`src/rtl/core/mgrt_pkg.sv`:
```
`timescale 1ns / 1ps

package mgrt_pkg;

  localparam int MAX_ENTRIES = 64;
  localparam int TREE_LEVELS = $clog2(MAX_ENTRIES);
  localparam int TREE_LEAVES = 1 << TREE_LEVELS;
  localparam int CNT_W       = $clog2(TREE_LEVELS + 1);
  localparam int COUNT_W     = $clog2(MAX_ENTRIES + 1);
  localparam int CMP_W       = (COUNT_W > 7) ? COUNT_W : 7;

  localparam logic [6:0]  CAP_RESET   = 7'd64;
  localparam logic [31:0] GAP_NONE    = 32'hFFFF_FFFF;

  localparam logic CMD_ADD     = 1'b0;
  localparam logic CMD_CLEAR   = 1'b1;
  localparam logic STATUS_OK   = 1'b0;
  localparam logic STATUS_FULL = 1'b1;

  typedef enum logic {
    ST_IDLE,
    ST_REDUCE
  } state_t;

  typedef struct packed {
    logic        command;
    logic [31:0] new_value;
  } in_beat_t;

  typedef struct packed {
    logic        status;
    logic [6:0]  entry_count;
    logic        span_valid;
    logic [31:0] shortest_span;
    logic [31:0] longest_span;
  } out_beat_t;

  typedef struct packed {
    logic capture;
    logic shift;
    logic occupied;
  } cell_ctl_t;

  // Exact distance between two signed 32-bit values.
  function automatic logic [31:0] abs_gap(input logic [31:0] a, input logic [31:0] b);
    logic [31:0] d;
    begin
      if ($signed(a) < $signed(b)) begin
        d = b - a;
      end else begin
        d = a - b;
      end
      return d;
    end
  endfunction

endpackage

```
`src/rtl/core/mgrt_cell.sv`:
```
`timescale 1ns / 1ps

module mgrt_cell (
  input  logic               clk,
  input  mgrt_pkg::cell_ctl_t ctl,
  input  logic [31:0]        probe,
  input  logic [31:0]        data_in,
  output logic [31:0]        value_out,
  output logic [31:0]        gap_out
);

  logic [31:0] value_r;
  logic [31:0] gap_r;
  logic [31:0] gap_nxt;

  // An empty cell offers no pair, so it reports the largest possible gap.
  always_comb begin
    if (ctl.occupied) begin
      gap_nxt = mgrt_pkg::abs_gap(probe, value_r);
    end else begin
      gap_nxt = mgrt_pkg::GAP_NONE;
    end
  end

  always_ff @(posedge clk) begin
    if (ctl.capture) begin
      gap_r <= gap_nxt;
    end
    if (ctl.shift) begin
      value_r <= data_in;
    end
  end

  assign value_out = value_r;
  assign gap_out   = gap_r;

endmodule

```
`config.mk`:
```
export PLATFORM = sky130hd
export DESIGN_NAME = mgrt_cell
export DESIGN_NICKNAME = d
export VERILOG_FILES = /design/src/rtl/core/mgrt_pkg.sv /design/src/rtl/core/mgrt_cell.sv
export SDC_FILE = /design/constraint.sdc
export NUM_CORES = 1
export LEC_CHECK = 0
export BUFFER_PORTS_ARGS = -buffer_cell sky130_fd_sc_hd__buf_2
export CAP_MARGIN = 10
export CORE_MARGIN = 10
export CORE_UTILIZATION = 38
export CTS_CLUSTER_SIZE = 16
export DETAILED_ROUTE_END_ITERATION = 8
export GPL_TIMING_DRIVEN = 0
export PLACE_DENSITY_LB_ADDON = 0.15
export SETUP_SLACK_MARGIN = 0.2
export SLEW_MARGIN = 20
export SYNTH_ARGS = -nofsm -noshare
export SYNTH_HDL_FRONTEND = slang
export SYNTH_SLANG_ARGS = --single-unit
```
`constraint.sdc`:
```
create_clock -name clk -period 3.41 [get_ports clk]
set_clock_uncertainty 0.05 [all_clocks]
set_input_delay 0.5115 -clock clk [delete_from_list [all_inputs] [get_ports clk]]
set_output_delay 0.5115 -clock clk [all_outputs]
set_load 0.05 [all_outputs]
```
# Word-level counts from Yosys, hierarchy flattened
# Cells that the tools add are included.
dict set report word_totals {
  ff_bits 64
  input_bits 68
}
dict set report classes {
  addsub 2
  n_lt_le_gt_ge 1
  mux 1
}
# operator count
set ops {}
lappend ops {{subtractor 32 bit} 2}
lappend ops {{< comparator 32 bit} 1}
lappend ops {{2-to-1 mux 32 bit} 1}

# Logic depth before layout (Yosys ltp)
# Gate-level depths: netlist of run 1.
dict set report logic_depth {
  word_depth 2
  ltp_mapped 13
}

# Worst setup path before layout of run 1
# Ideal clock, no wire load.
dict set report synth_path {
  kind {reg-to-reg}
  startpoint {register value_r[0], in the netlist value_out[0]}
  endpoint {register gap_r[28], in the netlist gap_out[28] (data pin)}
  arrival_time_ps 2834
  required_ps 3098
  path_slack_ps 264
  stages_incl_launch_ff 13
  n_path_buf 1
  synth_period_minus_slack_ps 3146
  path_cell_list {edfxtp_1 > ha_1 > fa_1 > nor2b_1 > o21ai_2 > a21oi_2 > o2111a_2 > o21ai_2 > nand2_1 > buf_2 > nor2_1 > a221oi_2 > mux2_1}
}
dict set report synth_between {
  elab_chain_len 2
}
# item line_no
set synth_lines {}
lappend synth_lines {{start: declaration} mgrt_cell.sv:12} ;# logic [31:0] value_r;
lappend synth_lines {{start signal: assignment} mgrt_cell.sv:30} ;# value_r <= data_in;
lappend synth_lines {{subtractor 32 bit, or another cell as far along} mgrt_pkg.sv:51} ;# d = a - b;
lappend synth_lines {{2-to-1 mux 32 bit (*)} mgrt_pkg.sv:48} ;# if ($signed(a) < $signed(b)) begin
lappend synth_lines {{end signal: assignment} mgrt_cell.sv:27} ;# gap_r <= gap_nxt;
lappend synth_lines {{end: declaration} mgrt_cell.sv:13} ;# logic [31:0] gap_r;
# Mark *: on every way between the ends. The rest lies on a longest branch, timed or not.
# A chain may end at the register's enable or synchronous reset.

# Worst setup path in the final report of run 1
dict set report layout_path {
  startpoint {register value_r[0], in the netlist value_out[0]}
  endpoint {register gap_r[26], in the netlist gap_out[26] (data pin)}
}
# The elaborated chain is that of the path after synthesis.

==> flow_summary.toml, run 1 <==
[power_and_ir_drop]
seq_power_share_pct = 29.1
swShare_pct = 40.7
max-vdd-ir-drop_mv = 0.265
p_sw_mw = 1.42
internal_power_mw = 2.07
powerDensity_nw_per_um2 = 485
leakage_nw = 3.30
p_comb_share_pct = 44.1
clkPwrFrac_pct = 26.8

[yosys]
yosys.cell_types.count = 64
synth_warnings = 0
synthesis.area_um2 = 5650
synth_edf_count = 64
synth_area_leaders = "edfxtp_1 34%, ha_1 14%, a21oi_1 5.7%"
synth_top_area_share_pct = 34.0
synth_ff_type = "edfxtp_1"
yosysMostFrequentCell = "inv_1"
synthTopCellsByCount = "76 x inv_1, 64 x a21oi_1, 64 x edfxtp_1"
ys_async_sr_fraction_pct = 0
synthCells = 623
ys_seq_elements = 64
synth_top_area_cell = "edfxtp_1"
syn_avg_cell_area_um2 = 9.07
synth_fp_nets = 756
ys_seq_area_share_pct = 34.0

[timing]
worstMarginPinSlew_ns = 0.854
finalCritPeriodShare_pct = 91.5
max_freq_mhz = 320
finalCriticalPeriod_ns = 3.12
fin_ws_ns = 0.289
slew_violations = 0
rsz0062_at_grt = "true"
hold_violations = 0
setup_viol = 0
max-slew-margin-rel_pct = 43.1

[placed_design]
post-dp-hpwl_mm = 14.3
dpl_cell_area_um2 = 6540
place_ws_ns = -0.211
gp_congestion = 0.861
portBuffers = 131

[setup_path]
rrSetupSlack_ns = 0.29
worstPathArrival_ns = 3.14
critPathKind = "register to register"
crit_start = "value_out[0]"
critPathCapture = "gap_out[26]"
reg2reg_to = "gap_out[26]"
rr_worst_depth = 12
cp.required_ns = 3.42
crit_path_end_kind = "register"
r2r-start = "value_out[0]"
start_kind = "register"
critical_path.max_fanout = 4

[drt]
drtAntennaViolNets = 0
drc_errors = 0
drt-initial-drc-count = 346
dr.pass1.iters = 5
finalWirelength_mm = 18.4
via_count = 5266
vias_per_cell = 5.45
routedWlPerCell_um = 19.0

[run_status]
status = "finished clean"

[floorplan]
start_util_pct = 38.9
die_w_um = 142
die_h_um = 142
rows = 44
die-area_um2 = 20200
core_um2 = 14500
pin_count = 132

[grt]
grt_max_degree = 33
gr-usage-all-layers_pct = 17.6
grt_pass1_vias = 5296
grt_pass1_wl_mm = 28.4
antenna_found_initial = 0
gr-total-overflow = 0

[final_layout]
drive_gt1_share_pct = 30.9
syn_to_final_growth_pct = 27.0
layout.nets = 910
antenna_cells = 0
postLayoutCellArea_um2 = 7180

[clocking]
clock_path_buffers = 2
cts_root_buf = "clkbuf_16"
clkTransAtPathRegs_ns = 0.06
htreeDepth = 3
cts_tree = "yes"
clkLatencyLatePin_ns = 0.35
clkSinkCount = 64
ctsHoldBuffers = 0
cts-buffers-inserted = 9

[min_path]
min_path_type = "input pin to register"

[flow_run]
maxCapViolations = 0
[per-layer routing]
metal  vias to the layer above  routed length, µm  track usage, %
li1                       2531                  -               -
met1                      2537               8670            23.9
met2                       186               8240            26.9
met3                        12               1260            5.24
met4                         0                174            4.41
met5                         -                  0               0
[timing repair]
item                                   in CTS  in global routing
setup endpoints to repair                  27                 27
cloned                                      0                  1
endpoints found under the hold margin       0                  0
buffers inserted                            3                  8
pin swaps                                   6                 22
resized for setup                          13                 47
[layout by cell type, fill, tap and decap left out, types with 4 or more instances in the layout]
cell / Yosys / routed
nand3_1: 15 / 15
a221oi_2: 3 / 4
nor3_1: 6 / 5
o221ai_1: 5 / 5
xor2_1: 7 / 7
a21o_1: 20 / 20
o211ai_1: 5 / 5
and2_1: 6 / 5
a211oi_1: 4 / 4
o31ai_1: 5 / 4
clkbuf_16: 0 / 9
ha_1: 63 / 60
a31oi_1: 10 / 7
clkbuf_1: 6 / 7
nor2_1: 23 / 22
o21ai_0: 32 / 30
nor2b_1: 5 / 4
mux2i_1: 20 / 18
and3_1: 4 / 4
o21a_1: 5 / 5
o21bai_1: 11 / 11
nand2b_1: 10 / 10
buf_2: 15 / 142
buf_4: 3 / 13
a21oi_1: 64 / 54
buf_6: 3 / 7
nand2_1: 63 / 61
edfxtp_1: 64 / 64
nand4_1: 9 / 9
xnor2_1: 14 / 14
nand2_2: 2 / 4
inv_1: 76 / 76
a21oi_2: 3 / 11
[flip-flops by register name (all words and copies together) (netlist names)]
name	cells
gap_out	32
value_out	32
[worst min-delay path by stage]
stage / startpoint / endpoint / slack [ns] / cells past startpoint
after floorplan: data_in[0] / value_out[0] / 0.56 / 0
after global routing: data_in[7] / value_out[7] / 0.28 / 1
final: data_in[19] / value_out[19] / 0.28 / 1
after CTS: data_in[19] / value_out[19] / 0.28 / 1
after global placement: data_in[25] / value_out[25] / 0.64 / 1
after detailed placement: data_in[5] / value_out[5] / 0.64 / 1
[worst max-delay path, cell delays in order (launching register included)]
cell      delay, ns
edfxtp_1       0.42
inv_1          0.08
ha_1           0.19
fa_1           0.18
inv_1          0.06
a21o_1         0.20
a221o_2        0.42
a31oi_4        0.20
o211ai_4       0.12
a221oi_2       0.36
mux2i_4        0.17
a311oi_1       0.30
a311oi_1       0.08
[stage by stage]
stage	instances	total power, mW	TNS, ns	hold slack [ns]	utilization (%)
6_report	966	3.49	0	0.284	49.4
2_1_floorplan	623	2.06	0	0.560	-
4_1_cts	957	3.41	0	0.277	47.5
3_3_place_gp	938	2.43	-1.99	0.638	45.0
5_1_grt	966	3.67	0	0.275	49.4
3_5_place_dp	938	2.44	-2.03	0.640	45.0
[power groups by stage]
stage,Combinational (mW),Sequential [mW],Clock [mW]
after global routing,1.66,1.03,0.982
after floorplan,0.740,1.32,0
after CTS,1.44,1.02,0.955
after global placement,1.40,1.03,0
after detailed placement,1.40,1.03,0
final,1.54,1.01,0.934
[final cells by class]
| cell class | instances | area, µm² |
|---|---|---|
| multi-input combinational | 455 | 3530 |
| tap | 184 | 230 |
| timing repair buffer | 143 | 749 |
| buffer | 28 | 180 |
| clock buffer | 10 | 229 |
| sequential | 64 | 1920 |
| clock inverter | 6 | 60.1 |
| inverter | 76 | 285 |
| fill | 1426 | 7350 |
[logic make-up (layout without fill, tap and decap cells)]
kind of cell / count (synthesis) / in the layout / share of synthesized area [%]
buffers and inverters: 104 / 263 / 7.86
AND/OR/NAND/NOR: 153 / 153 / 13.4
adder cells (fa/ha/maj): 65 / 65 / 14.7
flip-flops: 64 / 64 / 34.0
AO/OA/AOI/OAI: 192 / 192 / 22.4
XOR/XNOR: 21 / 21 / 3.25
multiplexers: 24 / 24 / 4.38
(Power assumes the default switching activity.)
==> inputs of run 2 (changes only) <==
--- a/config.mk
+++ b/config.mk
@@ -9,6 +9,7 @@
 export CAP_MARGIN = 10
 export CORE_MARGIN = 10
 export CORE_UTILIZATION = 38
+export CTS_BUF_LIST = sky130_fd_sc_hd__clkbuf_16
 export CTS_CLUSTER_SIZE = 16
 export DETAILED_ROUTE_END_ITERATION = 8
 export GPL_TIMING_DRIVEN = 0
==> run 2 against run 1 <==
Compared with the run above: global-route usage is the same; largest cell class unchanged; highest routed layer unchanged; utilization unchanged; clock power shrank 0.4%; die area did not move; sequential share of layout area unchanged.
==> flow_summary.toml, run 2 (synthesis results as in run 1) <==
[timing]
setup_viol = 0
finalCriticalPeriod_ns = 3.12
rsz0062_at_grt = "true"
fin_ws_ns = 0.285
worstMarginPinSlew_ns = 0.854
max-slew-margin-rel_pct = 43.1
hold_violations = 0
finalCritPeriodShare_pct = 91.6
max_freq_mhz = 320
hold_ws_ns = 0.284
slew_violations = 0

[placed_design]
gp_congestion = 0.861
place_ws_ns = -0.211
portBuffers = 131
post-dp-hpwl_mm = 14.3
dpl_cell_area_um2 = 6540

[setup_path]
crit_start = "value_out[0]"
worst-path-buf-inv = 2
start_kind = "register"
reg2reg_to = "gap_out[26]"
worstPathArrival_ns = 3.14
critPathMaxStageDelay_ns = 0.42
critPathKind = "register to register"
rr_worst_depth = 12
critPathCapture = "gap_out[26]"
rrSetupSlack_ns = 0.29
slowest_stage = "edfxtp_1"
crit_chain = "inv_1 -> ha_1 -> fa_1 -> inv_1 -> a21o_1 -> a221o_2 -> a31oi_4 -> o211ai_4 -> a221oi_2 -> mux2i_4 -> a311oi_1 -> a311oi_1"
cp.required_ns = 3.42
crit_path_end_kind = "register"
crit_cells = 12
critPathTopFamily = "compound AO/OA/AOI/OAI gates"
r2r-start = "value_out[0]"
critical_path.max_fanout = 4

[floorplan]
start_util_pct = 38.9
die_h_um = 142
pin_count = 132
die-area_um2 = 20200
core_um2 = 14500
die_w_um = 142
rows = 44

[power_and_ir_drop]
max-vdd-ir-drop_mv = 0.265
powerDensity_nw_per_um2 = 485
leakage_nw = 3.31
design_power_total_mw = 3.48

[drt]
via_count = 5263
dr.pass1.iters = 5
drc_errors = 0
finalWirelength_mm = 18.4
routedWlPerCell_um = 19.0
vias_per_cell = 5.45
drt-initial-drc-count = 346
drtAntennaViolNets = 0

[clocking]
clkTransAtPathRegs_ns = 0.06
cts_tree = "yes"
cts_root_buf = "clkbuf_16"
clock_path_buffers = 2
clkLatencyLatePin_ns = 0.35
clkSinkCount = 64
htreeDepth = 3
cts-buffers-inserted = 9

[final_layout]
layout.nets = 910
antenna_cells = 0
syn_to_final_growth_pct = 27.0
final_cell_mix = "142 x buf_2, 77 x inv_1, 64 x edfxtp_1"
n_fill_cell = 1426
fin_util_pct = 49.4
postLayoutCellArea_um2 = 7180
drive_gt1_share_pct = 30.9
layout_commonest_cell = "buf_2"

[grt]
grt_use_met3_pct = 5.24
grtUsageMet1_pct = 23.9
grt_pass1_wl_mm = 28.4
busiest_layer = "met2"
antenna_found_initial = 0
gr-total-overflow = 0
grt_max_degree = 33
grt_pass1_vias = 5296
gr-usage-all-layers_pct = 17.6
use_met2_pct = 26.9

[min_path]
whs_path_depth = 1
min_path_type = "input pin to register"

[flow_run]
maxCapViolations = 0

[run_status]
status = "finished clean"
run 2: cell count changes in the layout (fill, tap and decap cells not counted):
cell,delta
inv_1,+1
clkbuf_1,-1
run 2: repair_timing:
| item | 4_1_cts | 5_1_grt |
|---|---|---|
| setup buffers | 3 | 8 |
| gates resized for setup | 13 | 47 |
| hold buffers | 0 | 0 |
| pin swaps | 6 | 22 |
| setup endpoints to repair | 27 | 27 |
| cloned | 0 | 1 |
run 2: per-stage QoR:
| stage | setup TNS, ns | cells |
|---|---|---|
| 6_report | 0 | 966 |
| 5_1_grt | 0 | 966 |
| 4_1_cts | 0 | 957 |
| 3_5_place_dp | -2.03 | 938 |
| 3_3_place_gp | -1.99 | 938 |
| 2_1_floorplan | 0 | 623 |
run 2: worst reg2reg max path, stage by stage (launching register included):
cell and delay, ns:
edfxtp_1 0.42, inv_1 0.08, ha_1 0.19, fa_1 0.18, inv_1 0.06, a21o_1 0.20, a221o_2 0.42, a31oi_4 0.20
o211ai_4 0.12, a221oi_2 0.36, mux2i_4 0.17, a311oi_1 0.30, a311oi_1 0.08
run 2: final cells by class:
cell class | count | area (µm²) | area share [%]
Multi-Input combinational cell | 455 | 3530 | 49.1
Inverter | 76 | 285 | 3.97
Clock inverter | 7 | 63.8 | 0.889
Sequential cell | 64 | 1920 | 26.8
Tap cell | 184 | 230 | 3.21
Timing Repair Buffer | 143 | 749 | 10.4
Clock buffer | 9 | 225 | 3.14
Buffer | 28 | 180 | 2.51
run 2: per-layer routing:
metal	vias up	routed length [µm]	part of all wire, %
met2	184	8250	45
met3	12	1260	6.8
met5	-	0	0
met1	2537	8680	47
met4	0	174	0.95
li1	2530	-	-
run 2: power by group:
group | switching [mW] | leakage (nW) | internal [mW]
clock | 0.372 | 0.142 | 0.559
sequential | 0.0368 | 0.606 | 0.977
combinational | 1.01 | 2.56 | 0.529
run 2: worst min path at each step:
stage	from	to
after floorplan	data_in[0]	value_out[0]
after global placement	data_in[25]	value_out[25]
after detailed placement	data_in[5]	value_out[5]
after CTS	data_in[19]	value_out[19]
after global routing	data_in[7]	value_out[7]
final	data_in[19]	value_out[19]
